--- src/hw/rtl/ppmfd_pkg.sv ---
// ----------------------------------------------------------------------------
// ppmfd_pkg
// Shared types and constants for the PPM frame decoder.
// ----------------------------------------------------------------------------
package ppmfd_pkg;

    // Command codes carried by each input beat.
    localparam logic [1:0] CMD_EDGE    = 2'd0;
    localparam logic [1:0] CMD_TIMEOUT = 2'd1;
    localparam logic [1:0] CMD_TICK    = 2'd2;
    localparam logic [1:0] CMD_UNUSED  = 2'd3;

    // Configuration register indexes.
    localparam logic [1:0] REG_REVERSE_MASK = 2'd0;
    localparam logic [1:0] REG_GOOD_LIMIT   = 2'd1;
    localparam logic [1:0] REG_ACCEPT_LOW   = 2'd2;
    localparam logic [1:0] REG_ACCEPT_HIGH  = 2'd3;

    // Register reset values.
    localparam logic [7:0]  RST_REVERSE_MASK = 8'd0;
    localparam logic [7:0]  RST_GOOD_LIMIT   = 8'd10;
    localparam logic [15:0] RST_ACCEPT_LOW   = 16'd800;
    localparam logic [15:0] RST_ACCEPT_HIGH  = 16'd2200;

    // Pulse clamp window and scaling offset.
    localparam logic [15:0] CLAMP_LO   = 16'd1000;
    localparam logic [15:0] CLAMP_HI   = 16'd2000;
    localparam logic [7:0]  FULL_SCALE = 8'hff;

    // Signal loss supervision.
    localparam logic [8:0] LOST_TRIP = 9'd100;
    localparam logic [7:0] LOST_PIN  = 8'd200;

    // Number of channels that have a reverse bit.
    localparam int MASK_CHANNELS = 8;

    typedef struct packed {
        logic [7:0]  reverse_mask;
        logic [7:0]  good_limit;
        logic [15:0] accept_low;
        logic [15:0] accept_high;
    } cfg_t;

    typedef struct packed {
        logic        write_valid;
        logic [2:0]  channel_index;
        logic [7:0]  channel_value;
        logic        frame_done;
        logic        out_of_range;
        logic [7:0]  good_level;
        logic [7:0]  lost_count;
    } result_t;

endpackage

--- src/hw/rtl/ppmfd_core.sv ---
// ----------------------------------------------------------------------------
// ppmfd_core
// Decoder state and the single-pass command logic. The state advances on
// every beat that leaves the input register.
// ----------------------------------------------------------------------------
module ppmfd_core #(
    parameter int NUM_CHANNELS = 8
) (
    input  logic                clk,
    input  logic                rst_n,
    input  logic                fire,
    input  logic [1:0]          command,
    input  logic [15:0]         interval_us,
    input  ppmfd_pkg::cfg_t     cfg,
    output ppmfd_pkg::result_t  res
);

    localparam int CH_W = $clog2(NUM_CHANNELS);

    logic [CH_W-1:0] chan_reg;
    logic [CH_W-1:0] chan_next;
    logic            sync_reg;
    logic            sync_next;
    logic [7:0]      good_reg;
    logic [7:0]      good_next;
    logic [7:0]      lost_reg;
    logic [7:0]      lost_next;

    logic [4:0]  chan_wide;
    logic        in_window;
    logic [15:0] clamped;
    logic [15:0] offset;
    logic [7:0]  scaled;
    logic        reverse;
    logic        last_chan;
    logic [8:0]  lost_inc;
    logic [7:0]  good_dec;

    // Clamp, scale and optional inversion of the pulse width.
    always_comb
    begin
        chan_wide = 5'(chan_reg);
        in_window = (interval_us >= cfg.accept_low) && (interval_us <= cfg.accept_high);
        if (interval_us > ppmfd_pkg::CLAMP_HI)
        begin
            clamped = ppmfd_pkg::CLAMP_HI;
        end
        else if (interval_us < ppmfd_pkg::CLAMP_LO)
        begin
            clamped = ppmfd_pkg::CLAMP_LO;
        end
        else
        begin
            clamped = interval_us;
        end
        offset    = clamped - ppmfd_pkg::CLAMP_LO;
        reverse   = (chan_wide < 5'(ppmfd_pkg::MASK_CHANNELS))
                    && cfg.reverse_mask[chan_wide[2:0]];
        scaled    = reverse ? (ppmfd_pkg::FULL_SCALE - offset[9:2]) : offset[9:2];
        last_chan = (chan_reg == CH_W'(NUM_CHANNELS - 1));
        lost_inc  = {1'b0, lost_reg} + 9'd1;
        good_dec  = (good_reg != 8'd0) ? (good_reg - 8'd1) : good_reg;
    end

    // Next state and result for the command in the input register.
    always_comb
    begin
        chan_next = chan_reg;
        sync_next = sync_reg;
        good_next = good_reg;
        lost_next = lost_reg;
        res       = '0;
        unique case (command)
            ppmfd_pkg::CMD_EDGE:
            begin
                if (sync_reg)
                begin
                    sync_next = 1'b0;
                    chan_next = '0;
                end
                else if (!in_window)
                begin
                    res.out_of_range = 1'b1;
                    chan_next        = '0;
                    good_next        = good_dec;
                end
                else
                begin
                    res.write_valid   = 1'b1;
                    res.channel_index = chan_wide[2:0];
                    res.channel_value = scaled;
                    if (last_chan)
                    begin
                        chan_next      = '0;
                        res.frame_done = 1'b1;
                        if (good_reg < cfg.good_limit)
                        begin
                            good_next = good_reg + 8'd1;
                        end
                    end
                    else
                    begin
                        chan_next = chan_reg + CH_W'(1);
                    end
                end
            end
            ppmfd_pkg::CMD_TIMEOUT:
            begin
                sync_next = 1'b1;
            end
            ppmfd_pkg::CMD_TICK:
            begin
                if (sync_reg)
                begin
                    if (lost_inc > ppmfd_pkg::LOST_TRIP)
                    begin
                        lost_next = ppmfd_pkg::LOST_PIN;
                        good_next = good_dec;
                    end
                    else
                    begin
                        lost_next = lost_inc[7:0];
                    end
                end
                else
                begin
                    lost_next = 8'd0;
                end
            end
            ppmfd_pkg::CMD_UNUSED:
            begin
                chan_next = chan_reg;
            end
            default:
            begin
                chan_next = chan_reg;
            end
        endcase
        res.good_level = good_next;
        res.lost_count = lost_next;
    end

    // State registers.
    always_ff @(posedge clk or negedge rst_n)
    begin
        if (!rst_n)
        begin
            chan_reg <= '0;
            sync_reg <= 1'b0;
            good_reg <= 8'd0;
            lost_reg <= 8'd0;
        end
        else if (fire)
        begin
            chan_reg <= chan_next;
            sync_reg <= sync_next;
            good_reg <= good_next;
            lost_reg <= lost_next;
        end
    end

endmodule

--- src/hw/rtl/ppm_frame_decoder_top.sv ---
// An accepted input beat is held in the input register, then in the result register.
// Throughput: one item per cycle; the input register and the result register
// form a two-stage pipeline that moves whenever the result stage is free.
// Reset: rst_n is asynchronous and active low; it clears the decoder state,
// the pipeline valid bits and loads the configuration registers' defaults.
// ----------------------------------------------------------------------------
// ppm_frame_decoder_top
// PPM frame decoder: input register, command logic and result register.
// ----------------------------------------------------------------------------
module ppm_frame_decoder_top #(
    parameter int NUM_CHANNELS = 8
) (
    input  logic        clk,
    input  logic        rst_n,
    // Configuration write port.
    input  logic        cfg_write,
    input  logic [1:0]  cfg_index,
    input  logic [15:0] cfg_data,
    // Input channel.
    input  logic        in_valid,
    output logic        in_stall,
    input  logic [1:0]  command,
    input  logic [15:0] interval_us,
    // Result channel.
    output logic        out_valid,
    input  logic        out_stall,
    output logic        write_valid,
    output logic [2:0]  channel_index,
    output logic [7:0]  channel_value,
    output logic        frame_done,
    output logic        out_of_range,
    output logic [7:0]  good_level,
    output logic [7:0]  lost_count
);

    ppmfd_pkg::cfg_t    cfg_reg;
    ppmfd_pkg::result_t res;
    ppmfd_pkg::result_t res_reg;

    logic        in_v_reg;
    logic [1:0]  cmd_reg;
    logic [15:0] iv_reg;
    logic        out_v_reg;
    logic        out_adv;
    logic        fire;

    // Pipeline flow control.
    assign out_adv  = !out_v_reg || !out_stall;
    assign fire     = in_v_reg && out_adv;
    assign in_stall = in_v_reg && !out_adv;

    // Configuration registers.
    always_ff @(posedge clk or negedge rst_n)
    begin
        if (!rst_n)
        begin
            cfg_reg.reverse_mask <= ppmfd_pkg::RST_REVERSE_MASK;
            cfg_reg.good_limit   <= ppmfd_pkg::RST_GOOD_LIMIT;
            cfg_reg.accept_low   <= ppmfd_pkg::RST_ACCEPT_LOW;
            cfg_reg.accept_high  <= ppmfd_pkg::RST_ACCEPT_HIGH;
        end
        else if (cfg_write)
        begin
            unique case (cfg_index)
                ppmfd_pkg::REG_REVERSE_MASK: cfg_reg.reverse_mask <= cfg_data[7:0];
                ppmfd_pkg::REG_GOOD_LIMIT:   cfg_reg.good_limit   <= cfg_data[7:0];
                ppmfd_pkg::REG_ACCEPT_LOW:   cfg_reg.accept_low   <= cfg_data;
                ppmfd_pkg::REG_ACCEPT_HIGH:  cfg_reg.accept_high  <= cfg_data;
                default:                     cfg_reg.accept_high  <= cfg_data;
            endcase
        end
    end

    // Input register valid bit.
    always_ff @(posedge clk or negedge rst_n)
    begin
        if (!rst_n)
        begin
            in_v_reg <= 1'b0;
        end
        else if (!in_stall)
        begin
            in_v_reg <= in_valid;
        end
    end

    // Input register payload.
    always_ff @(posedge clk)
    begin
        if (in_valid && !in_stall)
        begin
            cmd_reg <= command;
            iv_reg  <= interval_us;
        end
    end

    ppmfd_core #(
        .NUM_CHANNELS (NUM_CHANNELS)
    ) u_core (
        .clk         (clk),
        .rst_n       (rst_n),
        .fire        (fire),
        .command     (cmd_reg),
        .interval_us (iv_reg),
        .cfg         (cfg_reg),
        .res         (res)
    );

    // Result register valid bit.
    always_ff @(posedge clk or negedge rst_n)
    begin
        if (!rst_n)
        begin
            out_v_reg <= 1'b0;
        end
        else if (out_adv)
        begin
            out_v_reg <= in_v_reg;
        end
    end

    // Result register payload.
    always_ff @(posedge clk)
    begin
        if (fire)
        begin
            res_reg <= res;
        end
    end

    assign out_valid     = out_v_reg;
    assign write_valid   = res_reg.write_valid;
    assign channel_index = res_reg.channel_index;
    assign channel_value = res_reg.channel_value;
    assign frame_done    = res_reg.frame_done;
    assign out_of_range  = res_reg.out_of_range;
    assign good_level    = res_reg.good_level;
    assign lost_count    = res_reg.lost_count;

`ifndef SYNTHESIS
    // A completed frame always carries a channel value.
    assert property (@(posedge clk) disable iff (!rst_n)
        out_valid && frame_done |-> write_valid)
        else $error("frame_done without a channel value");

    // A rejected interval never produces a channel value.
    assert property (@(posedge clk) disable iff (!rst_n)
        out_valid && write_valid |-> !out_of_range)
        else $error("channel value on an out-of-range interval");

    // The lost counter is either counting up to the trip point or pinned.
    assert property (@(posedge clk) disable iff (!rst_n)
        out_valid |-> (lost_count <= 8'd100) || (lost_count == ppmfd_pkg::LOST_PIN))
        else $error("lost counter outside its range");

    // The input stage only holds off while a result waits downstream.
    assert property (@(posedge clk) disable iff (!rst_n)
        in_stall |-> out_valid && out_stall)
        else $error("input stalled while the result stage is free");
`endif

endmodule
--- config.mk ---
export PLATFORM = sky130hd
export DESIGN_NAME = ppm_frame_decoder_top
export DESIGN_NICKNAME = d
export VERILOG_FILES = /design/src/hw/rtl/ppmfd_pkg.sv /design/src/hw/rtl/ppmfd_core.sv /design/src/hw/rtl/ppm_frame_decoder_top.sv
export SDC_FILE = /design/constraint.sdc
export NUM_CORES = 1
export LEC_CHECK = 0
export BUFFER_PORTS_ARGS = -buffer_cell sky130_fd_sc_hd__buf_2
export CAP_MARGIN = 15
export CORE_MARGIN = 4
export CORE_UTILIZATION = 64
export DETAILED_ROUTE_END_ITERATION = 10
export GPL_ROUTABILITY_DRIVEN = 1
export GPL_TIMING_DRIVEN = 0
export PLACE_DENSITY = 0.86
export RECOVER_POWER = 100
export SYNTH_ARGS = -nofsm -noshare
export SYNTH_HDL_FRONTEND = slang
export SYNTH_HIERARCHICAL = 1
export SYNTH_SLANG_ARGS = --single-unit
--- constraint.sdc ---
create_clock -name clk -period 7.5 [get_ports clk]
set_input_delay 1.125 -clock clk [delete_from_list [all_inputs] [get_ports clk]]
set_output_delay 1.125 -clock clk [all_outputs]
set_load 0.01 [all_outputs]
==> results of run 1 <==
worst max-delay path: cells and delay by family:
family,cells,cell delay (ns)
AND/OR/NAND/NOR,2,0.75
AO/OA/AOI/OAI,4,2.26
buffers and inverters,2,1.11
synth_stat cells (all sizes together) (6+ instances only):
library cell | count | share of area
dfrtp | 61 | 0.22
mux2 | 55 | 0.091
edfxtp | 48 | 0.21
inv | 48 | 0.026
ha | 45 | 0.082
nand2 | 43 | 0.024
nor2 | 42 | 0.023
a21oi | 31 | 0.023
o21ai | 27 | 0.020
nand3 | 19 | 0.015
nand4 | 18 | 0.016
nor3 | 16 | 0.013
clkbuf | 11 | 0.0062
a31oi | 10 | 0.0091
buf | 10 | 0.0099
dfstp | 9 | 0.035
xor2 | 9 | 0.012
and2 | 8 | 0.0073
xnor2 | 8 | 0.010
nor4 | 7 | 0.0064
a21o | 6 | 0.0066
layer usage:
layer | part of all wire | routed length, µm | up-vias | global-route usage
met5 | 0 | 0 | - | 0
met2 | 0.50 | 9079 | 299 | 0.5123
met4 | 0.024 | 441 | 0 | 0.1241
li1 | - | - | 2546 | -
met3 | 0.076 | 1380 | 50 | 0.06848
met1 | 0.40 | 7250 | 2707 | 0.3767
final timing paths:
kind,start,to,slack (ns),depth (start not counted)
worst min register to register,in_v_reg,out_valid,0.48,1
worst max register to register,out_valid,u_core/good_reg[3],2.87,7
min in group asynchronous,rst_n,cfg_reg[47],1.93,1
worst min-delay path,in_v_reg,out_valid,0.48,1
max in group asynchronous,rst_n,cfg_reg[9],3.42,1
worst max-delay path,out_stall,u_core/good_reg[3],2.61,8
power breakdown:
group          switching [mW]  total (mW)  internal (mW)
Combinational           0.454       0.755          0.301
Clock                   0.294       0.789          0.495
Sequential             0.0913       0.899          0.808
Total                   0.840        2.44           1.60
cells by family after synthesis:
| group | Yosys count |
|---|---|
| and+or+nand+nor | 175 |
| adders and majority gates | 45 |
| DFF | 118 |
| muxes | 62 |
| AOI/OAI and AO/OA | 142 |
| buffers and inverters | 70 |
| xor gates and xnor gates | 17 |
layout make-up:
cell class / instances / area share
repair buffers: 73 / 0.04057
flip-flops and latches: 118 / 0.4074
clock inverters: 8 / 0.007000
plain buffers: 21 / 0.01161
clock buffers: 24 / 0.06809
inverters: 49 / 0.02339
multi-input cells: 441 / 0.4203
well taps: 136 / 0.02164
stage by stage:
stage / std cells / hold WS (ns)
after floorplan: 629 / 0.4434
after detailed placement: 838 / 0.4867
final: 870 / 0.4841
after CTS: 870 / 0.5000
after global routing: 870 / 0.5187
after global placement: 837 / 0.4535
==> qor.csv, run 1 <==
stage,metric,value,unit
run_status,status,"complete, but fails checks",
run_status,violations,"max-capacitance violations, max-slew violations",
logic_synthesis,syn_area,6840,µm²
logic_synthesis,syn_avg_cell_area,10.87,µm²
clocking,clock_latency,0.52,ns
clocking,htree_num_levels,4,
final_layout,final_nets,807,
timing,fin_tns_setup,0,ns
clocking,numCtsBuffers,17,
power,p_leak,3.297,nW
global_route,grt_pass1_wl,29550,µm
routing,drt_iter0_markers,491,
logic_synthesis,synthAdderAreaFrac,0.08231,
timing,slew_violations,87,
routing,antenna_left,0,
power,power,2.443,mW
clocking,hold_buffers,0,
logic_synthesis,synth_seq_cells,118,
logic_synthesis,synth_cells,629,
logic_synthesis,syn-num-nets,715,
timing,timing.final.ws_setup,2.610,ns
critical_path,end_kind,flip-flop,
clocking,cts_setup_buffers,0,
final_layout,fillerInstances,741,
critical_path,worstPathArrival,5.26,ns
final_layout,final_common_cell,dfrtp_1,
die,die_y,111.4,µm
routing,drt_first_pass_iters,5,
clocking,clk_path_buf_depth,2,
logic_synthesis,synth-edff-count,48,
clocking,cts.sinks,118,
final_layout,largest_reg_flops,48,
power,ir_worst_vdd,0.0001777,V
logic_synthesis,ys_types,83,
final_layout,diodes,0,
logic_synthesis,synth_seq_area_share,0.4684,
final_layout,final_area,7865,µm²
timing,hold_viol_final,0,
critical_path,critPathRequiredTime,7.87,ns
final_layout,fin_util,0.7584,
place,dp_hpwl,12870,µm
timing,slew-limit-headroom,-1.549,
critical_path,crit_slowest_cell,a21boi_0,
clocking,clk_pin_slew,0.06,ns
critical_path,crit_chain,clkbuf_1 > a21boi_0 > clkbuf_1 > nand2_1 > o41a_1 > and2_1 > a31oi_1 > o21ai_0,
logic_synthesis,synth_top_family_by_area,compound AO/OA/AOI/OAI gates,
routing,wl,18150,µm
place,gp_congestion,0.9821,
place,place_ws,4.196,ns
die,die_area,12410,µm²
place,io_buffers,72,
logic_synthesis,synth_simple_gate_area_frac,0.1302,
logic_synthesis,ys_async_sr_fraction,0.5932,
final_layout,syn2layout_area_growth,14.98,%
critical_path,start_kind,input port,
logic_synthesis,synth_compound_area_frac,0.1493,
global_route,first_global_vias,5813,
die,core,10370,µm²
logic_synthesis,synthFlopType,dfrtp_1,
clocking,post_cts_resized,0,
clocking,cts_root_buf,clkbuf_8,
min_path,hold_class,reg2reg,
die,io_pins,73,
global_route,track_usage,0.3025,
die,start_util,0.6596,
timing,setup_viol,0,
routing,wl_per_cell,20.86,µm
critical_path,crit_top_cell,clkbuf_1,
global_route,antenna_found_initial,0,
timing,tightestPinTransition,3.824,ns
logic_synthesis,synth-xor-area-share,0.02177,
timing,period_needed,4.890,ns
timing,fmax,0.2045,GHz
run,drv_cap,2,
routing,drc,0,
global_route,grt_start_max_net_pins,71,
timing,finalCritPeriodShare,0.6520,
final_layout,ff_latch_area,3204,µm²
clocking,cts_tree,yes,
global_route,grt_overflow,0,
place,place_area,7412,µm²
die,rows,37,
routing,vias,5602,
critical_path,critPathKind,in2reg,
critical_path,critPathMaxFanout,23,
routing,vias_per_cell,6.439,
die,die_w,111.4,µm
logic_synthesis,yosysWarnings,6,
final_layout,multiInputGateArea,3306,µm²
power,power.density,310.6,nW/µm²
final_layout,most-common-layout-cells,"61 x dfrtp_1, 54 x clkbuf_1, 53 x mux2_2, 48 x inv_1, 48 x edfxtp_1",
final_layout,layout-drive-gt1-share,0.2044,
critical_path,worst_path_largest_cell_delay,1.68,ns
timing,finalClockSkew,0.008443,ns
timing,rsz0062_at_grt,false,
logic_synthesis,synth_mux_area_frac,0.1050,
Note: power is estimated with default switching activity, not from simulation.
==> run 2, diff against run 1 <==
- ABC_AREA: default -> 1
- CORE_UTILIZATION: 64 -> 54
- PLACE_DENSITY: 0.86 -> 0.77
- clock period: 7.5 -> 3.9 ns (I/O delays scaled with it)
==> run 2 against run 1 <==
Effect of this change:
- first-iteration DRC count up 12%
- clock power up 120%
- power up 94%
- the run still ends with max-capacitance violations, max-slew violations left
- cell area up 3.5%
- critical path type is now reg2reg
- register-to-register slack worse by 1.9 ns
- non-clock buffer count up 3
- sequential share of layout area down 1.4 points
- sequential power up 85%
- clock-buffer cell count down 7
- critical path depth up 5
==> qor.csv, run 2 <==
stage,metric,value,unit
run_status,status,"complete, but fails checks",
run_status,violations,"max-capacitance violations, max-slew violations",
final_layout,most-common-layout-cells,"262 x nand2_1, 97 x inv_1, 61 x dfrtp_1, 58 x nand3_1, 58 x nor2_1",
timing,fmax,0.3383,GHz
logic_synthesis,syn-num-nets,936,
timing,hold_viol_final,0,
clocking,cts_setup_buffers,0,
clocking,cts_tree,yes,
logic_synthesis,ys_types,51,
timing,timing.final.ws_setup,0.9443,ns
critical_path,worstPathArrival,3.11,ns
logic_synthesis,yosysWarnings,6,
logic_synthesis,synth-edff-count,48,
timing,slew-limit-headroom,-0.1740,
min_path,worstHoldStart,interval_us[14],
die,die_y,122.8,µm
clocking,clock_latency,0.43,ns
final_layout,layout-drive-gt1-share,0.1377,
critical_path,critPathMaxFanout,10,
place,place_ws,1.256,ns
timing,hold_ws,0.3317,ns
final_layout,final_nets,1024,
place,io_buffers,69,
global_route,grt_pass1_wl,26740,µm
timing,rsz0062_at_grt,false,
timing,finalClockSkew,0.01365,ns
timing,setup_viol,0,
logic_synthesis,synth_area_leaders,"dfrtp_1 21%, edfxtp_1 20%, nand2_1 14%",
clocking,clk_path_buf_depth,2,
global_route,track_usage,0.2284,
critical_path,crit_chain,inv_1 > ha_1 > a21oi_1 > o21ai_0 > a21oi_1 > o21ai_2 > nand2_1 > inv_1 > nand2_1 > nor2_1 > inv_1 > clkbuf_1 > nor2_1,
clocking,hold_buffers,0,
power,power.density,581.4,nW/µm²
global_route,grt_start_max_net_pins,71,
routing,vias_per_cell,5.343,
final_layout,diodes,0,
critical_path,critPathRequiredTime,4.06,ns
logic_synthesis,synth_seq_area_share,0.4506,
critical_path,worstReg2RegStart,cfg_reg[25],
logic_synthesis,yosys-top-cells-count,"258 x nand2_1, 96 x inv_1, 61 x dfrtp_1",
clocking,clk_pin_slew,0.06,ns
routing,wl,16200,µm
critical_path,crit_top_cell,inv_1,
min_path,whs_path_depth,1,
critical_path,crit_slowest_cell,dfstp_2,
min_path,worst_hold_path.endpoint,iv_reg[14],
power,p_leak,3.933,nW
min_path,hold_class,in2reg,
timing,fin_tns_setup,0,ns
final_layout,final_area,8137,µm²
logic_synthesis,yosysMostFrequentCell,nand2_1,
power,ir_worst_vdd,0.0002997,V
timing,tightestPinTransition,1.761,ns
die,die_area,15070,µm²
die,rows,41,
timing,slew_violations,71,
critical_path,rr_endpoint,channel_value[2],
critical_path,reg2reg_slack,0.94,ns
logic_synthesis,synth_cells,850,
logic_synthesis,syn_avg_cell_area,8.365,µm²
routing,wl_per_cell,14.43,µm
critical_path,reg2reg_depth,13,
place,dp_hpwl,11600,µm
clocking,post_cts_resized,0,
global_route,antenna_found_initial,0,
critical_path,cp-startpoint,cfg_reg[25],
logic_synthesis,synth_top_area_share,0.2147,
clocking,cts_root_buf,clkbuf_16,
clocking,numCtsBuffers,17,
clocking,htree_num_levels,4,
critical_path,crit_buf_inv,4,
critical_path,critPathKind,reg2reg,
die,io_pins,73,
routing,drt_iter0_markers,552,
final_layout,final_common_cell,nand2_1,
die,die_w,122.8,µm
critical_path,cp.depth,13,
die,start_util,0.5567,
logic_synthesis,ys_async_sr_fraction,0.5932,
critical_path,start_kind,flip-flop,
logic_synthesis,synth_top_area_cell,dfrtp_1,
routing,vias,6000,
routing,antenna_left,0,
routing,drt_first_pass_iters,6,
final_layout,syn2layout_area_growth,14.43,%
clocking,cts.sinks,118,
power,power,4.730,mW
place,place_area,7681,µm²
logic_synthesis,synth_seq_cells,118,
place,gp_congestion,0.8976,
logic_synthesis,syn_area,7111,µm²
run,drv_cap,1,
routing,drc,0,
timing,period_needed,2.956,ns
timing,finalCritPeriodShare,0.7579,
critical_path,end_kind,flip-flop,
critical_path,cp_top_family,simple AND/OR/NAND/NOR gates,
final_layout,largest_reg_flops,48,
die,core,12770,µm²
logic_synthesis,synthFlopType,dfrtp_1,
global_route,grt_overflow,0,
critical_path,worst_path_largest_cell_delay,0.54,ns
global_route,first_global_vias,5523,
run 2: cell count changes after synthesis, moves of 9 or more:
cell / delta
nand2_2: +14
nand4_1: +27
nand3_1: +37
buf_2: +9
inv_1: +48
nor2_1: +14
mux2_2: -55
nor3_1: -9
nand2_1: +216
run 2: stage by stage:
step / utilization / instances
after detailed placement: 0.6013 / 1091
after CTS: 0.6524 / 1123
final: 0.6370 / 1123
after floorplan: - / 850
after global routing: 0.6370 / 1123
after global placement: 0.6005 / 1091
run 2: final cells by class:
cell class,instances,area [µm²]
Clock inverter,15,226.5
Sequential cell,118,3204
Inverter,106,400.4
Tap cell,172,215.2
Timing Repair Buffer,69,302.8
Multi-Input combinational cell,598,3214
Buffer,28,147.6
Fill cell,1093,4637
Clock buffer,17,425.4
run 2: cell families after synthesis:
kind of cell | Yosys count | share of synthesized area
flip-flops | 118 | 0.4506
XOR/XNOR | 14 | 0.01830
AND/OR/NAND/NOR | 460 | 0.2993
AO/OA/AOI/OAI | 79 | 0.06705
buffers and inverters | 134 | 0.08552
adder cells (fa/ha/maj) | 45 | 0.07918
run 2: power breakdown:
group          internal (mW)  leakage (nW)  switching, mW
combinational          0.465          2.28          0.880
clock                   1.14         0.310          0.588
sequential              1.51          1.34          0.155
run 2: routing by layer:
layer  share of wire  up-vias  global-route usage
li1                -     2981                   -
met1            0.49     2794              0.3380
met2            0.43      204              0.3280
met3           0.065       21             0.04793
met4           0.015        0             0.08957
met5               0        -                   0
run 2: worst max path at each step:
stage	end	slack [ns]
after floorplan	u_core/chan_reg[0]	0.95
after global placement	u_core/chan_reg[0]	0.06
after detailed placement	u_core/chan_reg[0]	1.26
after CTS	channel_value[2]	1.23
after global routing	channel_value[5]	0.66
final	channel_value[2]	0.94
